`src/rtl/dspm_pkg.sv`:
```
`timescale 1ns / 1ps
`default_nettype none

package dspm_pkg;

    // Pattern characters with a special meaning
    localparam logic [7:0] STAR_CHAR = 8'h2A;
    localparam logic [7:0] DOT_CHAR  = 8'h2E;

    // Characters the two pattern registers can hold
    localparam int REG_CHARS = 16;

    // Width of the pattern length register
    localparam int LEN_W = 5;

    // Item mode codes
    localparam logic MODE_START   = 1'b0;
    localparam logic MODE_CONSUME = 1'b1;

    // Register indexes (byte address / 8)
    localparam logic [1:0] REG_PAT_LOW  = 2'd0;
    localparam logic [1:0] REG_PAT_HIGH = 2'd1;
    localparam logic [1:0] REG_PAT_LEN  = 2'd2;

    // One input item as it moves between the stages
    typedef struct packed {
        logic       mode;
        logic [7:0] text_char;
    } t_item;

endpackage

`default_nettype wire

```
`src/rtl/dspm_row_next.sv`:
```
`timescale 1ns / 1ps
`default_nettype none

module dspm_row_next #(
    parameter int MAX_PATTERN = 16
) (
    input  wire logic [MAX_PATTERN:0]       i_row,
    input  wire dspm_pkg::t_item            i_item,
    input  wire logic [63:0]                i_pat_low,
    input  wire logic [63:0]                i_pat_high,
    input  wire logic [dspm_pkg::LEN_W-1:0] i_pat_len,
    output logic      [MAX_PATTERN:0]       o_row,
    output logic                            o_match
);

    localparam int CAP = (MAX_PATTERN < dspm_pkg::REG_CHARS) ?
                         MAX_PATTERN : dspm_pkg::REG_CHARS;
    localparam int IDX_W = (MAX_PATTERN > 0) ? $clog2(MAX_PATTERN + 1) : 1;

    logic [127:0]               w_all;
    logic [7:0]                 w_pat [MAX_PATTERN];
    logic [dspm_pkg::LEN_W-1:0] w_active;
    logic                       w_start;

    // Pattern character against text character
    function automatic logic char_hits(input logic [7:0] pc, input logic [7:0] tc);
        return (pc == dspm_pkg::DOT_CHAR) || (pc == tc);
    endfunction

    // Unpack pattern characters; positions past the registers read as zero
    assign w_all = {i_pat_high, i_pat_low};

    always_comb begin
        for (int k = 0; k < MAX_PATTERN; k++) begin
            if (k < dspm_pkg::REG_CHARS) begin
                w_pat[k] = w_all[8*(k % dspm_pkg::REG_CHARS) +: 8];
            end else begin
                w_pat[k] = 8'h00;
            end
        end
    end

    // Clamp the length to the columns that exist
    assign w_active = (i_pat_len > dspm_pkg::LEN_W'(CAP)) ?
                      dspm_pkg::LEN_W'(CAP) : i_pat_len;
    assign w_start  = (i_item.mode == dspm_pkg::MODE_START);

    // Build the next row; columns past the active length stay clear
    always_comb begin
        o_row    = '0;
        o_row[0] = w_start;
        // A star in the first position has no element and never matches
        o_row[1] = (w_active != '0) && !w_start &&
                   (w_pat[0] != dspm_pkg::STAR_CHAR) &&
                   i_row[0] && char_hits(w_pat[0], i_item.text_char);
        for (int j = 2; j <= MAX_PATTERN; j++) begin
            if (j <= int'(w_active)) begin
                if (w_pat[j-1] != dspm_pkg::STAR_CHAR) begin
                    o_row[j] = !w_start && i_row[j-1] &&
                               char_hits(w_pat[j-1], i_item.text_char);
                end else if (w_start) begin
                    o_row[j] = o_row[j-2];
                end else begin
                    o_row[j] = o_row[j-2] ||
                               (char_hits(w_pat[j-2], i_item.text_char) && i_row[j]);
                end
            end
        end
    end

    // Whole-pattern column
    assign o_match = o_row[IDX_W'(w_active)];

endmodule

`default_nettype wire

```
`src/rtl/dot_star_pattern_matcher_unit.sv`:
```
`timescale 1ns / 1ps
`default_nettype none

// Channel    Direction  Handshake                      Content
// s_axis     in         s_axis_tvalid / s_axis_tready  tdata: text_char; tuser: mode
// m_axis     out        m_axis_tvalid / m_axis_tready  tdata[0]: prefix_matches
// apb        in         psel, penable, pwrite, pready  pattern low/high at 0x00/0x08,
//                                                      length at 0x10
//
// One transaction per cycle in, one result per cycle out unless the output stalls.
// The match row update from the input register to the result register sets the
// cycle: it is one pass over at most 16 columns.
// Reset (synchronous, active low) clears the pattern and loads the empty row.
// A stalled result holds; a new transaction is still taken while the input
// register is empty or moves forward in the same cycle.
module dot_star_pattern_matcher_unit #(
    parameter int MAX_PATTERN = 16
) (
    input  wire logic        i_clk,
    input  wire logic        i_rst_n,
    // input stream
    input  wire logic        s_axis_tvalid,
    output logic             s_axis_tready,
    input  wire logic [7:0]  s_axis_tdata,   // [7:0] text_char
    input  wire logic        s_axis_tuser,   // [0] mode
    // output stream
    output logic             m_axis_tvalid,
    input  wire logic        m_axis_tready,
    output logic [7:0]       m_axis_tdata,   // [0] prefix_matches, [7:1] zero
    // configuration
    input  wire logic        psel,
    input  wire logic        penable,
    input  wire logic        pwrite,
    input  wire logic [4:0]  paddr,
    input  wire logic [63:0] pwdata,
    output logic [63:0]      prdata,
    output logic             pready
);

    logic [63:0]                r_pat_low;
    logic [63:0]                r_pat_high;
    logic [dspm_pkg::LEN_W-1:0] r_pat_len;

    logic                       r_in_valid;
    dspm_pkg::t_item            r_item;
    logic                       r_out_valid;
    logic                       r_out_match;
    logic [MAX_PATTERN:0]       r_row;

    logic [MAX_PATTERN:0]       n_row;
    logic                       n_match;
    logic                       w_advance;
    logic                       w_cfg_wr;

    // Configuration port
    assign pready   = 1'b1;
    assign w_cfg_wr = psel && penable && pwrite && pready;

    always_ff @(posedge i_clk) begin
        if (!i_rst_n) begin
            r_pat_low  <= '0;
            r_pat_high <= '0;
            r_pat_len  <= '0;
        end else if (w_cfg_wr) begin
            unique case (paddr[4:3])
                dspm_pkg::REG_PAT_LOW:  r_pat_low  <= pwdata;
                dspm_pkg::REG_PAT_HIGH: r_pat_high <= pwdata;
                dspm_pkg::REG_PAT_LEN:  r_pat_len  <= pwdata[dspm_pkg::LEN_W-1:0];
                default: ;
            endcase
        end
    end

    // Read back
    always_comb begin
        unique case (paddr[4:3])
            dspm_pkg::REG_PAT_LOW:  prdata = r_pat_low;
            dspm_pkg::REG_PAT_HIGH: prdata = r_pat_high;
            dspm_pkg::REG_PAT_LEN:  prdata = {{(64-dspm_pkg::LEN_W){1'b0}}, r_pat_len};
            default:                prdata = '0;
        endcase
    end

    // Move the held transaction forward when the result slot frees up
    assign w_advance     = r_in_valid && (!r_out_valid || m_axis_tready);
    assign s_axis_tready = !r_in_valid || !r_out_valid || m_axis_tready;

    // Input register
    always_ff @(posedge i_clk) begin
        if (!i_rst_n) begin
            r_in_valid <= 1'b0;
        end else if (s_axis_tready) begin
            r_in_valid <= s_axis_tvalid;
        end
    end

    always_ff @(posedge i_clk) begin
        if (s_axis_tvalid && s_axis_tready) begin
            r_item.mode      <= s_axis_tuser;
            r_item.text_char <= s_axis_tdata;
        end
    end

    // Next match row
    dspm_row_next #(
        .MAX_PATTERN(MAX_PATTERN)
    ) u_row_next (
        .i_row      (r_row),
        .i_item     (r_item),
        .i_pat_low  (r_pat_low),
        .i_pat_high (r_pat_high),
        .i_pat_len  (r_pat_len),
        .o_row      (n_row),
        .o_match    (n_match)
    );

    // Row state and result register
    always_ff @(posedge i_clk) begin
        if (!i_rst_n) begin
            r_row       <= {{MAX_PATTERN{1'b0}}, 1'b1};
            r_out_valid <= 1'b0;
        end else begin
            if (w_advance) begin
                r_row <= n_row;
            end
            if (w_advance) begin
                r_out_valid <= 1'b1;
            end else if (m_axis_tready) begin
                r_out_valid <= 1'b0;
            end
        end
    end

    always_ff @(posedge i_clk) begin
        if (w_advance) begin
            r_out_match <= n_match;
        end
    end

    assign m_axis_tvalid = r_out_valid;
    assign m_axis_tdata  = {7'b0, r_out_match};

endmodule

`default_nettype wire

```
`config.mk`:
```
export PLATFORM = sky130hd
export DESIGN_NAME = dot_star_pattern_matcher_unit
export DESIGN_NICKNAME = d
export VERILOG_FILES = /design/src/rtl/dspm_pkg.sv /design/src/rtl/dspm_row_next.sv /design/src/rtl/dot_star_pattern_matcher_unit.sv
export SDC_FILE = /design/constraint.sdc
export NUM_CORES = 1
export LEC_CHECK = 0
export ABC_AREA = 1
export BUFFER_PORTS_ARGS = -buffer_cell sky130_fd_sc_hd__buf_2
export CAP_MARGIN = 15
export CORE_MARGIN = 2
export CORE_UTILIZATION = 55
export CTS_CLUSTER_DIAMETER = 40
export DETAILED_ROUTE_END_ITERATION = 8
export GPL_ROUTABILITY_DRIVEN = 1
export GPL_TIMING_DRIVEN = 0
export PLACE_DENSITY = 0.83
export SYNTH_ARGS = -nofsm -noshare
export SYNTH_HDL_FRONTEND = slang
export SYNTH_SLANG_ARGS = --single-unit
```
`constraint.sdc`:
```
create_clock -name i_clk -period 3.05 [get_ports i_clk]
set_input_delay 0.4575 -clock i_clk [delete_from_list [all_inputs] [get_ports i_clk]]
set_output_delay 0.4575 -clock i_clk [all_outputs]
set_load 0.05 [all_outputs]
```
== Word-level counts from Yosys, hierarchy flattened ==
Cells that the tools add are included.

* Reduce and logical (&&, ||, !) cells: 95
* Bitwise operators: 1
* Mux-type cells: 51
* Magnitude comparators: 17
* Equality and inequality tests: 50

{| class="wikitable"
|+ Operators with widths
! cell !! count
|-
| case mux 64 bit (3 select lines) || 1
|-
| equality test 8 x 6 -> 1 bit (second input constant) || 16
|-
| equality test 8 bit || 16
|-
| inequality test 8 x 6 -> 1 bit (second input constant) || 16
|-
| logical AND 1 bit || 53
|-
| 2-to-1 mux 1 bit || 48
|-
| less-or-equal comparator 4 x 5 -> 1 bit (first input constant) || 8
|-
| logical OR 1 bit || 34
|-
| less-or-equal comparator 3 x 5 -> 1 bit (first input constant) || 4
|-
| less-or-equal comparator 2 x 5 -> 1 bit (first input constant) || 2
|-
| < comparator 5 x 6 -> 1 bit (second input constant) || 1
|-
| AND reduction 2 bit || 3
|-
| binary-select mux 1 bit (select 5 bit) || 1
|-
| greater-than comparator 5 bit (second input constant) || 1
|-
| less-or-equal comparator 5 bit (first input constant) || 1
|-
| 2-to-1 mux 5 bit || 1
|-
| nonzero test 5 bit || 1
|-
| equality test 2 x 1 -> 1 bit (second input constant) || 1
|-
| equality test 2 bit (second input constant) || 1
|-
| zero test 1 bit || 2
|-
| zero test 2 bit || 1
|-
| nonzero test 2 bit || 1
|-
| inverter 1 bit || 1
|}

* Output and inout port bits: 75
* Word-level logic and storage cells: 223
* Bits of input ports: 85
* Bits in registers: 162

== Logic depth before layout (Yosys ltp) ==
Gate-level depths: netlist of run 1.

* Depth in word-level cells: 37
* Gate-level depth with buffers: 26
* Mapped depth without buffers: 25

== By module ==
Synthesis of run 1 repeated with hierarchy kept, for this count alone.

* Cell total of the unflattened synthesis: 1630
* Area total of the unflattened synthesis: 10510.1 um2

{| class="wikitable"
|+ Modules (own cells, without submodules)
! module !! instances !! sequential area each (um2) !! cells an instance !! area each (um2)
|-
| dot_star_pattern_matcher_unit || 1 || 3343.2 || 997 || 7224.4
|-
| dspm_row_next || 1 || 0.0 || 633 || 3285.7
|}

== Least setup slack after synthesis of run 1 ==
No wires, ideal clock.

* Kind: input-to-output
* Start point: input paddr[4]
* End point: output prdata[16]
* Stages on the path: 4
* Arrival time: 2191 ps
* Path slack: 401 ps
* Cells stage by stage: nor2_1 > inv_1 > clkbuf_1 > o21ai_0

* Cells in the longest elaborated chain, start to end: 2

{| class="wikitable"
|+ Ends and longest elaborated chain
! element !! line !! text
|-
| from (decl) || dot_star_pattern_matcher_unit.sv:34 || <nowiki>input wire logic [4:0] paddr,</nowiki>
|-
| equality test 2 bit, or another cell as far along || dot_star_pattern_matcher_unit.sv:76 || <nowiki>unique case (paddr[4:3])</nowiki>
|-
| case mux 64 bit (3 select lines) (*) || dot_star_pattern_matcher_unit.sv:76 ||
|-
| to (decl) || dot_star_pattern_matcher_unit.sv:36 || <nowiki>output logic [63:0] prdata,</nowiki>
|}

Mark *: on every way between the ends. The rest lies on a longest branch, timed or not.

== Worst setup path after layout of run 1 ==
* Start point: input paddr[3]
* End point: output prdata[18]

Same word-level chain as after synthesis.

==> results_dict.tcl, run 1 <==
set metrics [dict create \
    finClkSkew_ns 0.00873 \
    placedCellCount 1671 \
    track_usage_pct 40.5 \
    area_growth_pct 18.6 \
    netlist_area_sq_um 9110 \
    cp_data_required_time_ns 2.59 \
    num_antenna_cells 0 \
    total_power_mw 5.28 \
    rsz0062_at_grt "false" \
    clkTransAtPathRegs_ns 0.06 \
    grt_max_degree 17 \
    rows 47 \
    p_sw_share_pct 28.5 \
    period_share_pct 96.1 \
    ys_seq_area_share_pct 36.7 \
    grt_overflow_total 0 \
    internal_power_mw 3.78 \
    end_kind "primary output" \
    ir_drop_mv 0.490 \
    drtIter0Drc 1638 \
    wl_mm 36.5 \
    drc 0 \
    async_flop_share_pct 0 \
    numPortBuffers 147 \
    ff2ff_setup_slack_ns 0.13 \
    ios 160 \
    clock-root-buffer "clkbuf_16" \
    final_antenna_net_count 0 \
    worstSetupStartpoint "paddr[3]" \
    p_leak_nw 4.30 \
    switchingPower_mw 1.50 \
    tightest_slew_ns 1.07 \
    worstSkewPairLatency_ns 0.45 \
    nets 1555 \
    synth_top_area_cell "dfxtp_1" \
    htreeDepth 4 \
    p_comb_share_pct 13.6 \
    ys_ff_latch 162 \
    yosysWarningCount 0 \
    ys.flop_type "dfxtp_1" \
    cts_buffers 17 \
    clkPwrFrac_pct 43.7 \
    period_needed_ns 2.93 \
    synthTopCellsByArea "dfxtp_1, o21ai_0, nand2_1" \
    crit_type "primary input to primary output" \
    slew_headroom_pct 27.4 \
    num_vias 10700 \
    power_frac_seq_pct 42.7 \
    min_to "r_item[0]" \
    holdWs_ns 0.185 \
    cts-hold-fix-buffers 0 \
    hold_depth 1 \
    drive_above_1_share_pct 17.5 \
    finalNonFillerCells 1703 \
    cts_setup_buffers 0 \
    drv_slew 0 \
    die_w_um 133 \
    r2r_start "r_item[0]" \
    min_path_type "primary input to flop" \
    r2r_cells 21 \
    min_from "s_axis_tdata[0]" \
    cts_resized 2 \
    grt_pass1_vias 9927 \
    cts_tree "built" \
    worstPathMaxFanout 10 \
    final_cell_mix "nand2_1, o21ai_0, dfxtp_1, buf_2, a21oi_1" \
    wire_per_inst_um 21.5 \
    gp_congestion 1.01 \
    fp.dieArea_sq_um 17600 \
    ys_types 40 \
    drtPass1Iterations 7 \
    clock-sinks 162 \
    p_per_area_nw_per_um2 489 \
    maxCapViolations 0 \
    cp.arrival_ns 2.47 \
    final_common_cell "nand2_1" \
    yosys.area.top_type_share_pct 33.4 \
    grt_pass1_wl_mm 54.6 \
    core_area_sq_um 16400 \
    die_h_um 133 \
    fmax_mhz 341 \
    hold_viol_final 0 \
    cts.path.max_buffers 2 \
    grt_antenna_before_repair 0 \
    setup-violations-final 0 \
    r2r-end "r_out_match" \
    dpl.hpwl_mm 25.7 \
    synth-edff-count 10 \
    avgSynthCellArea_sq_um 7.02 \
    tns_ns 0 \
    status "finished clean" \
    synth_cells 1298 \
    initial_core_util_pct 55.5 \
    start_kind "primary input" \
    vias_per_cell 6.29 \
    fin_util_pct 65.8 \
]
[per-stage QoR]
stage               setup WS [ns]  cell area [sq um]
floorplan                   0.401               9130
global placement           -0.293              10100
detailed placement         -0.304              10100
CTS                        0.0342              10800
global route               0.0474              10800
finish                      0.118              10800
[worst max-delay path by stage]
| stage | end | slack [ns] | depth (start not counted) |
|---|---|---|---|
| final | prdata[18] | 0.12 | 8 |
| after global routing | r_out_match | 0.05 | 25 |
| after CTS | r_out_match | 0.03 | 13 |
| after detailed placement | r_pat_low[59] | -0.30 | 9 |
| after global placement | r_pat_low[57] | -0.29 | 9 |
| after floorplan | prdata[16] | 0.40 | 4 |
[worst max-delay path, cell delays in order]
cell and delay, ns:
buf_2 0.11, inv_1 0.06, nor2_2 0.33, inv_1 0.17, clkbuf_1 0.34, clkbuf_2 0.38, o22ai_1 0.28, buf_2 0.33
[power by group through the flow]
stage                     Combinational (mW)  Clock [mW]  Sequential (mW)
after floorplan                        0.437           0             2.29
after global placement                 0.666           0             2.29
after detailed placement               0.676           0             2.30
after CTS                              0.683        2.28             2.25
after global routing                   0.754        2.37             2.26
final                                  0.719        2.31             2.25
[cell type report]
| type | instances | area, sq um |
|---|---|---|
| plain buffers | 86 | 483 |
| clock inverters | 12 | 155 |
| well taps | 220 | 275 |
| flip-flops and latches | 162 | 3340 |
| clock buffers | 20 | 468 |
| repair buffers | 147 | 736 |
| multi-input cells | 907 | 4780 |
| fillers | 1443 | 5610 |
| inverters | 149 | 561 |
[sequential cells by signal (all words and copies together), names as in the netlist]
signal and cells:
r_row 17, r_pat_high 64, r_in_valid 1, r_out_match 1
r_pat_low 64, r_pat_len 5, r_item 9, m_axis_tvalid 1
[cell families (layout without fill, tap and decap cells)]
logic type / count (synthesis) / after routing / synth area share (%)
XOR/XNOR: 71 / 71 / 6.83
flip-flops: 162 / 162 / 36.7
buffers and inverters: 235 / 414 / 11.4
other: 2 / 8 / 0.0824
AO/OA/AOI/OAI: 397 / 397 / 23.5
AND/OR/NAND/NOR: 431 / 431 / 21.5
[synthesized netlist by cell type (2+ instances only)]
master	number
nand2_1	203
o21ai_0	173
dfxtp_1	152
a21oi_1	145
inv_1	139
nor2_1	90
clkbuf_1	55
nand4_1	55
xnor2_1	53
o22ai_1	42
nand3_1	26
nand2_2	25
xor2_1	18
a31oi_1	15
buf_4	14
nor4_1	14
buf_6	11
edfxtp_1	10
inv_2	9
o221ai_1	9
nor3_1	7
o41ai_1	5
nand2_4	3
buf_1	2
buf_2	2
clkbuf_8	2
conb_1	2
nand3_2	2
nor2_2	2
nor2_4	2
o31ai_1	2
[metal layers]
metal	up-vias	track usage (%)	wire length, um
met1	4807	51.4	13200
met2	978	60.9	15400
li1	4718	-	-
met5	-	0	0
met3	204	10.9	5410
met4	0	25.9	2590
(Power assumes the default switching activity.)
==> run 2, diff against run 1 <==
CAP_MARGIN = default   (was 15)
clock period = 3.7 ns   (was 3.05 ns; I/O delays follow)
==> results_dict.tcl, run 2 (synthesized netlist as in run 1, its figures left out) <==
set metrics [dict create \
    cts_tree "built" \
    num_antenna_cells 0 \
    drv_slew 0 \
    wire_per_inst_um 21.3 \
    num_vias 10600 \
    period_needed_ns 3.61 \
    drc 0 \
    area_growth_pct 18.2 \
    htreeDepth 4 \
    use_met3_pct 10.9 \
    grt_max_degree 17 \
    clkTransAtPathRegs_ns 0.06 \
    p_leak_nw 4.28 \
    start_kind "primary input" \
    worstPathMaxFanout 10 \
    grt-busiest-layer "met2" \
    cts.path.max_buffers 2 \
    status "finished clean" \
    fin_util_pct 65.6 \
    largest_registers "r_pat_high: 64 flops, r_pat_low: 64 flops, r_row: 17 flops" \
    final_common_cell "nand2_1" \
    cts_resized 0 \
    final_antenna_net_count 0 \
    clock-root-buffer "clkbuf_16" \
    vias_per_cell 6.22 \
    tns_ns 0 \
    track_usage_pct 40.4 \
    drtIter0Drc 1500 \
    slew_headroom_pct 28.0 \
    met1_usage_pct 51.4 \
    grtUsageMet2_pct 60.7 \
    cts-hold-fix-buffers 0 \
    drtPass1Iterations 5 \
    cts_buffers 17 \
    nets 1555 \
    initial_core_util_pct 55.5 \
    clock-sinks 162 \
    grt_overflow_total 0 \
    worstSkewPairLatency_ns 0.44 \
    rows 47 \
    drive_above_1_share_pct 17.1 \
    rsz0062_at_grt "false" \
    fp.dieArea_sq_um 17600 \
    min_path_type "primary input to flop" \
    grt_pass1_vias 9910 \
    dp_worst_setup_slack_ns 0.249 \
    tightest_slew_ns 1.07 \
    end_kind "primary output" \
    dpl.hpwl_mm 25.7 \
    core_area_sq_um 16400 \
    grt_pass1_wl_mm 54.5 \
    wl_mm 36.2 \
    die_w_um 133 \
    cts_setup_buffers 0 \
    hold_viol_final 0 \
    setup-violations-final 0 \
    final_cell_mix "nand2_1, o21ai_0, dfxtp_1, buf_2, a21oi_1" \
    die_h_um 133 \
    crit_type "primary input to primary output" \
    gp_congestion 1.01 \
    cp.arrival_ns 3.06 \
    setup_ws_ns 0.0869 \
    finClkSkew_ns 0.00700 \
    numPortBuffers 147 \
    ir_drop_mv 0.408 \
    cp_data_required_time_ns 3.14 \
    grt_antenna_before_repair 0 \
    fmax_mhz 277 \
    period_share_pct 97.7 \
    ios 160 \
    maxCapViolations 0 \
    p_per_area_nw_per_um2 404 \
]
-- run 2: cell type report --
| class | instances | area [sq um] |
|---|---|---|
| fill | 1442 | 5640 |
| clock inverter | 12 | 155 |
| multi-input combinational | 907 | 4750 |
| buffer | 86 | 480 |
| inverter | 149 | 559 |
| timing repair buffer | 147 | 736 |
| sequential | 162 | 3340 |
| clock buffer | 20 | 468 |
| tap | 220 | 275 |
-- run 2: power by group --
part / total (mW) / switching, mW / internal (mW)
logic: 0.588 / 0.409 / 0.179
clock network: 1.90 / 0.783 / 1.12
registers: 1.86 / 0.0432 / 1.81
total: 4.35 / 1.24 / 3.11
-- run 2: worst paths after layout --
| check | from | to | slack [ns] | depth (start not counted) |
|---|---|---|---|---|
| worst max register to register | r_item[0] | r_out_match | 0.63 | 13 |
| worst min register to register | r_in_valid | m_axis_tvalid | 0.48 | 2 |
| worst max-delay path | paddr[4] | prdata[62] | 0.09 | 7 |
| worst min-delay path | s_axis_tdata[0] | r_item[0] | 0.28 | 1 |
-- run 2: per-stage QoR --
| step | total power [mW] | instances | hold WS, ns | instance area [sq um] |
|---|---|---|---|---|
| 6_report | 4.35 | 1703 | 0.283 | 10800 |
| 5_1_grt | 4.44 | 1703 | 0.278 | 10800 |
| 4_1_cts | 4.30 | 1703 | 0.286 | 10800 |
| 3_5_place_dp | 2.45 | 1671 | 0.473 | 10100 |
| 3_3_place_gp | 2.44 | 1671 | 0.458 | 10100 |
| 2_1_floorplan | 2.24 | 1304 | 0.441 | 9130 |
-- run 2: worst max-delay path, stage by stage --
cell,delay [ns]
buf_2,0.11
nor2_1,0.76
inv_1,0.16
clkbuf_1,0.29
buf_1,0.44
o22ai_1,0.40
buf_2,0.33
-- run 2: layer usage --
metal	wire (um)	vias to the layer above	share of wire [%]
met1	13300	4774	37
met4	2450	0	6.8
met5	0	-	0
met3	5120	186	14
li1	-	4710	-
met2	15400	924	42
